`src/rtl/quick_mask_edge_filter_3x3_assert.svh`:
```
// Assertion macros used by the filter RTL.
// The clock is clk_i and the active-low reset is rst_ni in every user.
`ifndef QUICK_MASK_EDGE_FILTER_3X3_ASSERT_SVH
`define QUICK_MASK_EDGE_FILTER_3X3_ASSERT_SVH

// Same-cycle implication.
`define QMEF_ASSERT_IMPLIES(label, ante, cons, msg) \
  label: assert property (@(posedge clk_i) disable iff (!rst_ni) (ante) |-> (cons)) \
    else $error(msg);

// Next-cycle implication.
`define QMEF_ASSERT_NEXT(label, ante, cons, msg) \
  label: assert property (@(posedge clk_i) disable iff (!rst_ni) (ante) |=> (cons)) \
    else $error(msg);

`endif

```
`src/rtl/qmef_pkg.sv`:
```
`default_nettype none

package qmef_pkg;

  localparam int unsigned PIX_W  = 8;
  localparam int unsigned ROW_W  = 12;
  localparam int unsigned COL_W  = 10;
  localparam int unsigned FW_W   = 11;
  localparam int unsigned FH_W   = 13;
  localparam int unsigned CFG_AW = 4;
  localparam int unsigned CFG_DW = 32;

  localparam logic [FW_W-1:0]  FRAME_WIDTH_RESET    = 11'd640;
  localparam logic [FH_W-1:0]  FRAME_HEIGHT_RESET   = 13'd480;
  localparam logic [PIX_W-1:0] EDGE_THRESHOLD_RESET = 8'd128;

  typedef enum logic [1:0] {
    REG_FRAME_WIDTH    = 2'd0,
    REG_FRAME_HEIGHT   = 2'd1,
    REG_EDGE_THRESHOLD = 2'd2
  } reg_idx_e;

  // Position information of one pixel, produced by the raster counters.
  typedef struct packed {
    logic             emit;
    logic             frame_last;
    logic [ROW_W-1:0] row;
    logic [COL_W-1:0] col;
  } pos_info_t;

endpackage

`default_nettype wire

```
`src/rtl/qmef_window.sv`:
```
`default_nettype none

module qmef_window (
  input  wire logic                       clk_i,
  input  wire logic                       rst_ni,
  input  wire logic                       shift_i,
  input  wire logic [qmef_pkg::PIX_W-1:0] up_i,
  input  wire logic [qmef_pkg::PIX_W-1:0] mid_i,
  input  wire logic [qmef_pkg::PIX_W-1:0] pix_i,
  input  wire logic [qmef_pkg::PIX_W-1:0] threshold_i,
  output logic      [qmef_pkg::PIX_W-1:0] strength_o,
  output logic                            edge_flag_o
);

  // Rows 0..2 top to bottom, column 2 holds the newest pixel of each row.
  logic [qmef_pkg::PIX_W-1:0] win_q [9];
  logic signed [10:0]         sum;

  always_ff @(posedge clk_i or negedge rst_ni) begin
    if (!rst_ni) begin
      for (int k = 0; k < 9; k++) begin
        win_q[k] <= '0;
      end
    end else if (shift_i) begin
      for (int k = 0; k < 3; k++) begin
        win_q[k*3]     <= win_q[k*3 + 1];
        win_q[k*3 + 1] <= win_q[k*3 + 2];
      end
      win_q[2] <= up_i;
      win_q[5] <= mid_i;
      win_q[8] <= pix_i;
    end
  end

  // The response is taken on the window as it looks after this shift, so the
  // center comes from column 2 and the left diagonals from column 1 of the old window.
  always_comb begin
    sum = $signed({1'b0, win_q[5], 2'b00})
        - $signed({3'b000, win_q[1]})
        - $signed({3'b000, up_i})
        - $signed({3'b000, win_q[7]})
        - $signed({3'b000, pix_i});
    if (sum < 11'sd0) begin
      strength_o = '0;
    end else if (sum > 11'sd255) begin
      strength_o = 8'd255;
    end else begin
      strength_o = sum[7:0];
    end
  end

  assign edge_flag_o = strength_o >= threshold_i;

endmodule

`default_nettype wire

```
`config.mk`:
```
export PLATFORM = sky130hd
export DESIGN_NAME = qmef_window
export DESIGN_NICKNAME = d
export VERILOG_FILES = /design/src/rtl/quick_mask_edge_filter_3x3_assert.svh /design/src/rtl/qmef_pkg.sv /design/src/rtl/qmef_window.sv
export SDC_FILE = /design/constraint.sdc
export NUM_CORES = 1
export LEC_CHECK = 0
export ABC_AREA = 0
export BUFFER_PORTS_ARGS = -buffer_cell sky130_fd_sc_hd__buf_2
export CAP_MARGIN = 40
export CORE_AREA = 2 2 97 99
export CTS_CLUSTER_SIZE = 28
export DETAILED_ROUTE_END_ITERATION = 8
export DIE_AREA = 0 0 99 101
export PLACE_DENSITY = 0.5
export SLEW_MARGIN = 10
export SYNTH_ARGS = -nofsm -noshare
export SYNTH_HDL_FRONTEND = slang
export SYNTH_SLANG_ARGS = --single-unit
```
`constraint.sdc`:
```
create_clock -name clk_i -period 11.18 [get_ports clk_i]
set_input_delay 3.354 -clock clk_i [delete_from_list [all_inputs] [get_ports clk_i]]
set_output_delay 3.354 -clock clk_i [all_outputs]
set_load 0.05 [all_outputs]
```
==> results.cfg <==
[worst_setup_path]
crit_type = in2out
rr_worst_depth = 2
cp.required_ns = 7.83
crit_path_end_kind = primary output
crit_arrival_ns = 7.75
start_kind = input port
path_max_fanout = 4

[placed_design]
placed_area_mm2 = 0.00329
hpwl_um = 4140
portBuffers = 43
dpl_worst_slack_ns = -0.284
gp_congestion = 0.759

[route]
drtIter0Drc = 22
final_antenna_net_count = 0
viasPerCell = 4.46
dr_total_vias = 2002
drt-wirelength-per-cell_um = 11.6
routed_wl_um = 5210
dr.pass1.iters = 2
drc_errors = 0

[synth]
synth_seq_cells = 40
synth_cell_types = 29
syn-num-nets = 346
netlist_area_mm2 = 0.00280
syn_area_per_cell_um2 = 10.5
yosysWarnings = 0
synthCells = 267
synth_seq_area_share_pct = 35.8

[min_path]
hold_depth = 2
hold_path_class = reg2reg

[grt]
grt_pass1_wl_um = 8890
grt_pass1_vias = 2014
track_usage_pct = 11.0
grt_max_degree = 35
antenna_found_initial = 0
grt-ovfl-total = 0

[finish]
reg_top3 = win_q (40)
final_cell_mix = inv_1 (56), buf_2 (40), dfrtp_1 (40), buf_4 (23)
area_growth_pct = 31.3
fillers = 894
finish.instance_area_mm2 = 0.00367
multi_input_area_mm2 = 0.00172
seqCellArea_mm2 = 0.00100
layout_commonest_cell = inv_1
layout-drive-gt1-share_pct = 39.9
finalNetCount = 416
top_register = win_q
n_antenna_cell = 0
largest_register_ffs = 40

[sta]
period_minus_slack_ns = 11.10
finalHoldViolCount = 0
post-route-period-util_pct = 99.3
slew_viol_final = 0
hold_slack_ns = 0.482
rsz0062_at_grt = true
fin_skew_ns = 0.00708
setup_viol = 0
fmax_ghz = 0.0901
tightest_slew_ns = 0.501
fin_ws_ns = 0.0806
slew-limit-headroom_pct = 66.6

[die]
top_level_ports = 44
dieArea_mm2 = 0.0100
die_h_um = 101
initial_core_util_pct = 31.1
rows = 35
die_x_um = 99
fp.coreArea_mm2 = 0.00898

[clocking]
htree_levels = 2
cts_tree = done
numClockSinks = 40
clk_latency_ns = 0.30
cts-root-buf = clkbuf_8
clk_pin_slew_ns = 0.08
clk_path_buf_depth = 2
holdBufCountCts = 0
cts_buffers = 5

[outcome]
outcome = finished, final reports clean

[flow_run]
drv_cap = 0
-- path summary, 6_finish.rpt --
kind	from	slack (ns)	end
max	up_i[5]	0.08	edge_flag_o
min	win_q[49]$_DFFE_PN0P_	0.48	win_q[57]$_DFFE_PN0P_
max reg2reg	win_q[24]$_DFFE_PN0P_	10.37	win_q[24]$_DFFE_PN0P_
min reg2reg	win_q[49]$_DFFE_PN0P_	0.48	win_q[57]$_DFFE_PN0P_
max in group asynchronous	rst_ni	7.76	win_q[31]$_DFFE_PN0P_
min in group asynchronous	rst_ni	2.96	win_q[0]$_DFFE_PN0P_
-- Yosys cell counts --
| cell type | count | share of area, % |
|---|---|---|
| inv_1 | 63 | 8.5 |
| dfrtp_1 | 40 | 36 |
| fa_1 | 23 | 16 |
| nand2_1 | 23 | 3.1 |
| ha_1 | 21 | 9.4 |
| mux2_2 | 21 | 8.5 |
| o21ai_0 | 21 | 3.8 |
| o21a_1 | 10 | 2.7 |
| a21o_1 | 7 | 1.9 |
| a21oi_1 | 6 | 1.1 |
| clkbuf_1 | 4 | 0.54 |
| nor2_1 | 4 | 0.54 |
| xnor2_1 | 3 | 0.94 |
| xor2_1 | 3 | 0.94 |
| buf_1 | 2 | 0.27 |
| nand2b_1 | 2 | 0.45 |
| o211ai_1 | 2 | 0.54 |
| a211o_1 | 1 | 0.31 |
| a21o_2 | 1 | 0.31 |
| a21oi_2 | 1 | 0.31 |
| a221oi_2 | 1 | 0.54 |
| a31oi_1 | 1 | 0.22 |
| and3_2 | 1 | 0.27 |
| buf_6 | 1 | 0.40 |
| nand3_1 | 1 | 0.18 |
| nor4b_2 | 1 | 0.54 |
| o21ai_2 | 1 | 0.31 |
| o31ai_4 | 1 | 0.76 |
| xnor2_2 | 1 | 0.58 |
-- worst max-delay path, stage by stage --
cell and delay (ns):
buf_2 0.09, inv_1 0.05, fa_1 0.52, inv_1 0.05, fa_1 0.44, fa_1 0.49, inv_1 0.04, ha_1 0.30
buf_4 0.16, a221oi_4 0.28, a21oi_2 0.12, a21o_1 0.19, a21o_1 0.24, o21ai_2 0.08, ha_1 0.23, nand2b_4 0.13
a21o_1 0.14, a21o_1 0.15, a211o_1 0.29, a21oi_2 0.17, o21ai_4 0.06, buf_6 0.16
-- timing repair --
action,in CTS,in global routing
pin swaps,25,22
resized for setup,20,17
endpoints found under the setup margin,1,1
buffers inserted,6,4
-- per-stage QoR --
| stage | std cells | TNS, ns | utilization, % |
|---|---|---|---|
| 5_1_grt | 449 | -0.126 | 40.9 |
| 3_3_place_gp | 429 | -0.252 | 36.2 |
| 6_report | 449 | 0 | 40.9 |
| 4_1_cts | 445 | 0 | 39.7 |
| 3_5_place_dp | 431 | -0.284 | 36.7 |
| 2_1_floorplan | 267 | 0 | - |
-- logic make-up (layout without fill, tap and decap cells) --
logic type	after synthesis	in the layout	synth area share, %
buffers and inverters	70	141	9.66
AOI/OAI and AO/OA	53	53	12.7
adders and majority gates	44	44	25.9
DFF	40	40	35.8
and+or+nand+nor	32	32	5.06
muxes	21	21	8.46
xor gates and xnor gates	7	7	2.46
-- cell type report --
type / instances / area share [%]
Clock buffer: 5 / 1.87
Multi-Input combinational cell: 157 / 46.7
Inverter: 63 / 6.44
Clock inverter: 3 / 1.16
Sequential cell: 40 / 27.3
Timing Repair Buffer: 70 / 12.8
Tap cell: 111 / 3.78
-- routing by layer --
metal | up-vias | wire (µm) | global-route usage (%)
met5 | - | 0 | 0
met4 | 0 | 94 | 4.00
met3 | 9 | 175 | 2.57
met2 | 31 | 2570 | 18.2
met1 | 982 | 2380 | 14.2
li1 | 980 | - | -
Power is left out: the tool's default activity adds up to more than one toggle a clock period on the data nets, which glitch-free logic cannot reach.
