## src/rtl/quick_mask_edge_filter_3x3_assert.svh

```systemverilog
// Assertion macros used by the filter RTL.
// The clock is clk_i and the active-low reset is rst_ni in every user.
`ifndef QUICK_MASK_EDGE_FILTER_3X3_ASSERT_SVH
`define QUICK_MASK_EDGE_FILTER_3X3_ASSERT_SVH

// Same-cycle implication.
`define QMEF_ASSERT_IMPLIES(label, ante, cons, msg) \
  label: assert property (@(posedge clk_i) disable iff (!rst_ni) (ante) |-> (cons)) \
    else $error(msg);

// Next-cycle implication.
`define QMEF_ASSERT_NEXT(label, ante, cons, msg) \
  label: assert property (@(posedge clk_i) disable iff (!rst_ni) (ante) |=> (cons)) \
    else $error(msg);

`endif

```

## src/rtl/qmef_pkg.sv

```systemverilog
`default_nettype none

package qmef_pkg;

  localparam int unsigned PIX_W  = 8;
  localparam int unsigned ROW_W  = 12;
  localparam int unsigned COL_W  = 10;
  localparam int unsigned FW_W   = 11;
  localparam int unsigned FH_W   = 13;
  localparam int unsigned CFG_AW = 4;
  localparam int unsigned CFG_DW = 32;

  localparam logic [FW_W-1:0]  FRAME_WIDTH_RESET    = 11'd640;
  localparam logic [FH_W-1:0]  FRAME_HEIGHT_RESET   = 13'd480;
  localparam logic [PIX_W-1:0] EDGE_THRESHOLD_RESET = 8'd128;

  typedef enum logic [1:0] {
    REG_FRAME_WIDTH    = 2'd0,
    REG_FRAME_HEIGHT   = 2'd1,
    REG_EDGE_THRESHOLD = 2'd2
  } reg_idx_e;

  // Position information of one pixel, produced by the raster counters.
  typedef struct packed {
    logic             emit;
    logic             frame_last;
    logic [ROW_W-1:0] row;
    logic [COL_W-1:0] col;
  } pos_info_t;

endpackage

`default_nettype wire

```

## src/rtl/qmef_ctrl.sv

```systemverilog
`default_nettype none

module qmef_ctrl #(
  parameter int unsigned MAX_WIDTH  = 1024,
  parameter int unsigned MAX_HEIGHT = 4096,
  parameter int unsigned CW         = $clog2(MAX_WIDTH)
) (
  input  wire logic                       clk_i,
  input  wire logic                       rst_ni,
  input  wire logic                       accept_i,
  input  wire logic [qmef_pkg::FW_W-1:0]  frame_width_i,
  input  wire logic [qmef_pkg::FH_W-1:0]  frame_height_i,
  output logic      [CW-1:0]              addr_o,
  output qmef_pkg::pos_info_t             info_o
);

  localparam int unsigned WCW = $clog2(MAX_WIDTH + 1);
  localparam int unsigned RW  = $clog2(MAX_HEIGHT);
  localparam int unsigned HCW = $clog2(MAX_HEIGHT + 1);

  logic [CW-1:0]  col_q, col_d;
  logic [RW-1:0]  row_q, row_d;
  logic [WCW-1:0] w_eff;
  logic [HCW-1:0] h_eff;
  logic           row_end;
  logic           frame_end;
  logic [31:0]    row_m1;
  logic [31:0]    col_m1;

  // Out-of-range sizes saturate to 3 below and to the maximum above.
  always_comb begin
    if (frame_width_i < qmef_pkg::FW_W'(3)) begin
      w_eff = WCW'(3);
    end else if (32'(frame_width_i) > 32'(MAX_WIDTH)) begin
      w_eff = WCW'(MAX_WIDTH);
    end else begin
      w_eff = WCW'(frame_width_i);
    end
    if (frame_height_i < qmef_pkg::FH_W'(3)) begin
      h_eff = HCW'(3);
    end else if (32'(frame_height_i) > 32'(MAX_HEIGHT)) begin
      h_eff = HCW'(MAX_HEIGHT);
    end else begin
      h_eff = HCW'(frame_height_i);
    end
  end

  assign row_end   = (WCW'(col_q) + WCW'(1)) >= w_eff;
  assign frame_end = row_end && ((HCW'(row_q) + HCW'(1)) >= h_eff);
  assign row_m1    = 32'(row_q) - 32'd1;
  assign col_m1    = 32'(col_q) - 32'd1;

  always_comb begin
    info_o.emit       = (col_q >= CW'(2)) && (row_q >= RW'(2));
    info_o.frame_last = frame_end;
    info_o.row        = row_m1[qmef_pkg::ROW_W-1:0];
    info_o.col        = col_m1[qmef_pkg::COL_W-1:0];
  end

  always_comb begin
    col_d = col_q;
    row_d = row_q;
    if (accept_i) begin
      if (row_end) begin
        col_d = '0;
        row_d = frame_end ? '0 : row_q + RW'(1);
      end else begin
        col_d = col_q + CW'(1);
      end
    end
  end

  always_ff @(posedge clk_i or negedge rst_ni) begin
    if (!rst_ni) begin
      col_q <= '0;
      row_q <= '0;
    end else begin
      col_q <= col_d;
      row_q <= row_d;
    end
  end

  assign addr_o = col_q;

endmodule

`default_nettype wire

```

## config.mk

```make
export PLATFORM = sky130hd
export DESIGN_NAME = qmef_ctrl
export DESIGN_NICKNAME = d
export VERILOG_FILES = /design/src/rtl/quick_mask_edge_filter_3x3_assert.svh /design/src/rtl/qmef_pkg.sv /design/src/rtl/qmef_ctrl.sv
export SDC_FILE = /design/constraint.sdc
export NUM_CORES = 1
export LEC_CHECK = 0
export ABC_AREA = 1
export BUFFER_PORTS_ARGS = -buffer_cell sky130_fd_sc_hd__buf_2
export CORE_ASPECT_RATIO = 0.7
export CORE_MARGIN = 1.5
export CORE_UTILIZATION = 45
export DETAILED_ROUTE_END_ITERATION = 12
export GPL_ROUTABILITY_DRIVEN = 0
export GPL_TIMING_DRIVEN = 0
export PLACE_DENSITY = 0.81
export SLEW_MARGIN = 30
export SYNTH_ARGS = -nofsm -noshare
export SYNTH_HDL_FRONTEND = slang
export SYNTH_SLANG_ARGS = --single-unit
```

## constraint.sdc

```tcl
create_clock -name clk_i -period 2.9 [get_ports clk_i]
set_input_delay 0.29 -clock clk_i [delete_from_list [all_inputs] [get_ports clk_i]]
set_output_delay 0.29 -clock clk_i [all_outputs]
set_load 0.1 [all_outputs]
```

==> results summary <==
STA puts the critical path data required time at 2.61 ns. In this run the worst path has a maximum fanout of 4. STA classifies the critical path endpoint as an output pin. The initial antenna violation count came to 0. The relative area change from synthesis to final layout is 50.4%.

The worst slew slack as a fraction of its limit is 0.647. Counting I/O delays and the setup requirement, the final critical path takes 2.97 ns. In this run the clock root is driven by a sky130_fd_sc_hd__clkbuf_8. The first-pass GRT wire length came out at between 10000 and 15000 um.

The cell area after technology mapping is 2620 um2. The share of flip-flops with an asynchronous set or reset came out at 1.00. Entering global routing, the biggest net connects 23 pins. By startpoint and endpoint, the worst setup path is classified as register to output pin.

The number of H-tree levels came out at 1. The number of synthesis warnings is 0. For this run, the detailed router's first-pass iteration total came to 6. The floorplan step set the die height to roughly 67 um.

The worst hold path depth came out at 4. The signal on the critical path passes through buf_6 -> inv_6 -> nor3_4 -> buf_6 -> nand3_1 -> xor2_1 -> ha_1 -> nand2_1 -> inv_1 -> nand4_1 -> nand3_2 -> nor2_4 -> nor2_4 -> buf_12. The count of nets left with antenna violations after detail routing is 0. The slowest stage of the critical path is the sky130_fd_sc_hd__dfrtp_1 cell.

Sorting the synthesized cells by area gives the leading types as sky130_fd_sc_hd__dfrtp_1, sky130_fd_sc_hd__nand2_1, sky130_fd_sc_hd__ha_1. The number of antenna diodes in the final layout is 0. The all-layer global routing usage is 0.239. Clock latency on the worst-skew pair, taken at its later pin, is approximately 0.27 ns. The min-delay analysis places its worst path in the category primary input to register. The startpoint class of the critical path is a register. The post-detailed-route via-to-cell ratio came out at 5.63. The number of clock sinks came out at 22.

The core area is 5670 um2. The half-perimeter wire length after detailed placement is roughly 5500 um. The register bit count reported by yosys came out at 22.

The startpoint identified for the worst register-to-register timing path is addr_o[1]$_DFFE_PN0P_. The most area-hungry cell type in the Yosys netlist is sky130_fd_sc_hd__dfrtp_1. The number of unique standard cell types used by synthesis is 36.

The count of pins over their slew limit is 0. The number of input and output port buffers inserted came out at 60. The area of the die is 6290 um2. Setup repair after global routing could not meet its margin everywhere. The reported max-cap violation count came out at 0. The number of nets handed over by synthesis was 441. The worst hold path terminates at row_q[6]$_DFFE_PN0P_.

Of the cells placed in the final design, the portion with a size suffix greater than 1 is 0.451. The CTS clock-pin slew for the worst setup and hold paths came out at 0.08 ns. The final setup skew came out at around 0.0011 ns. The total count of hold-check failures in the final report came out at 0.

Across all layers, the routed design uses around 3100 vias. The via count of the first global-routing pass came out at 2479. The number of nets in the final layout is 533.

After layout, the worst setup slack is -0.0665 ns. Global routing finished with a remaining overflow of 0. The checks that failed: setup timing. At the worst endpoint, the arrival time is 2.68 ns. The post-route clock period utilization is 1.02.

The post-synthesis area per instance came out at 6.81 um2. The depth of the worst register-to-register path came out at 18. The prevailing post-synth register cell is sky130_fd_sc_hd__dfrtp_1.

61 I/O pins were placed. Of the synthesized area, sequential elements account for 0.210. TritonCTS built the clock tree. The commonest cells after synthesis are sky130_fd_sc_hd__nand2_1, sky130_fd_sc_hd__inv_1, sky130_fd_sc_hd__nand3_1.

The register-to-register path setup slack is 0.11 ns. The number of enable flip-flop cells after synthesis came out at 0. The worst-margin pin slew is 0.526 ns. The DRC violation count after routing is 0. The number of instances in the synthesized netlist is about 380.

The starting density of the core is 0.461. For this block, the initial DRC count from the detailed router was 413. By instance count, the leading cell after synthesis is sky130_fd_sc_hd__nand2_1. The portion of synthesized cell area occupied by the leading cell type came out at 0.210.

Dividing the detail-routed wire length by the instance count gives 16.2 um. The final standard cell utilization of the core came out at 0.694. The number of endpoints failing setup at the final stage is 1. The wire length after detailed routing came out at 8920 um.

The worst setup timing slack at the placement stage came out at -0.424 ns. The critical path's largest stage delay is 0.43 ns. The maximum clock insertion buffer count came out at 2. The worst hold path begins at accept_i.

The width of the die came out at about 94 um. The fmax is 0.337 GHz. The number of clock buffers inserted by TritonCTS came out at 3. In this run the critical register-to-register path is captured at row_q[4]$_DFFE_PN0P_. The flow ran to the end, but the final reports show violations.

In this run the core area contains 23 standard-cell rows.
[critical path: cells and delay by family (launching register included)]
| family | cells | cell delay [ns] |
|---|---|---|
| and+or+nand+nor | 7 | 0.78 |
| buffers and inverters | 5 | 0.59 |
| DFF | 1 | 0.43 |
| adders and majority gates | 1 | 0.30 |
| xor gates and xnor gates | 1 | 0.31 |
[registers in the layout, summed over array words and instances (netlist names)]
signal,flops
row_q,12
addr_o,10
[how the worst max path moves through the flow]
stage / slack (ns) / startpoint / to
2_1_floorplan: -0.06 / row_q[0]$_DFFE_PN0P_ / info_o[22]
3_3_place_gp: -0.37 / frame_height_i[7] / info_o[22]
3_5_place_dp: -0.42 / frame_height_i[7] / info_o[22]
4_1_cts: -0.08 / row_q[0]$_DFFE_PN0P_ / info_o[22]
5_1_grt: -0.19 / row_q[1]$_DFFE_PN0P_ / info_o[22]
6_report: -0.07 / row_q[1]$_DFFE_PN0P_ / info_o[22]
[routing by layer]
| layer | part of all wire | global-route usage |
|---|---|---|
| met1 | 0.40 | 0.355 |
| met2 | 0.46 | 0.367 |
| met3 | 0.089 | 0.0308 |
| met4 | 0.048 | 0.0578 |
| met5 | 0 | 0 |
[layout make-up]
class,count,area (um2)
Buffer,13,110
Clock buffer,3,41.3
Clock inverter,1,30.0
Fill cell,360,1730
Inverter,51,215
Multi-Input combinational cell,296,2330
Sequential cell,22,566
Tap cell,75,93.8
Timing Repair Buffer,89,547
[cells by family (layout without fill, tap and decap cells)]
family,Yosys count,in the layout,synth area share
AOI/OAI and AO/OA,30,30,0.0746
xor gates and xnor gates,28,28,0.0966
adders and majority gates,30,30,0.143
buffers and inverters,66,157,0.110
DFF,22,22,0.210
and+or+nand+nor,208,208,0.364
[metrics by stage]
step	TNS (ns)	area (um2)	hold WS [ns]	cells
after floorplan	-0.0948	2930	-0.00559	384
after global placement	-0.373	3320	0.287	519
after detailed placement	-0.424	3320	0.288	519
after CTS	-0.0756	3620	0.355	535
after global routing	-0.265	3940	0.421	550
final	-0.0665	3940	0.428	550
[cell usage in the layout (no fill, tap or decap), types with 5 or more instances in the layout]
cell,Yosys,routed
sky130_fd_sc_hd__xor2_1,26,7
sky130_fd_sc_hd__nand4_1,7,7
sky130_fd_sc_hd__nor3_4,2,5
sky130_fd_sc_hd__inv_1,48,39
sky130_fd_sc_hd__ha_1,30,23
sky130_fd_sc_hd__nand2_1,109,95
sky130_fd_sc_hd__xor2_2,0,10
sky130_fd_sc_hd__xor2_4,0,9
sky130_fd_sc_hd__nor2_4,2,7
sky130_fd_sc_hd__buf_4,7,29
sky130_fd_sc_hd__dfrtp_1,22,12
sky130_fd_sc_hd__buf_2,4,60
sky130_fd_sc_hd__nor2_1,29,19
sky130_fd_sc_hd__clkinvlp_4,0,5
sky130_fd_sc_hd__dfrtp_2,0,9
sky130_fd_sc_hd__nor3_2,4,5
sky130_fd_sc_hd__ha_4,0,7
sky130_fd_sc_hd__nand3_1,32,25
sky130_fd_sc_hd__nor2_2,4,9
sky130_fd_sc_hd__buf_6,1,7
sky130_fd_sc_hd__nand2_2,4,17
sky130_fd_sc_hd__inv_2,3,6
sky130_fd_sc_hd__a21oi_1,10,9
sky130_fd_sc_hd__o22ai_1,6,6
[timing repair]
item	4_1_cts	5_1_grt
gates resized for setup	35	46
endpoints found under the hold margin	16	0
hold buffers	1	0
pin swaps	19	35
buffers inserted	12	16
endpoints found under the setup margin	1	3
Power is left out: the tool's default activity adds up to more than one toggle a clock period on the data nets, which glitch-free logic cannot reach.
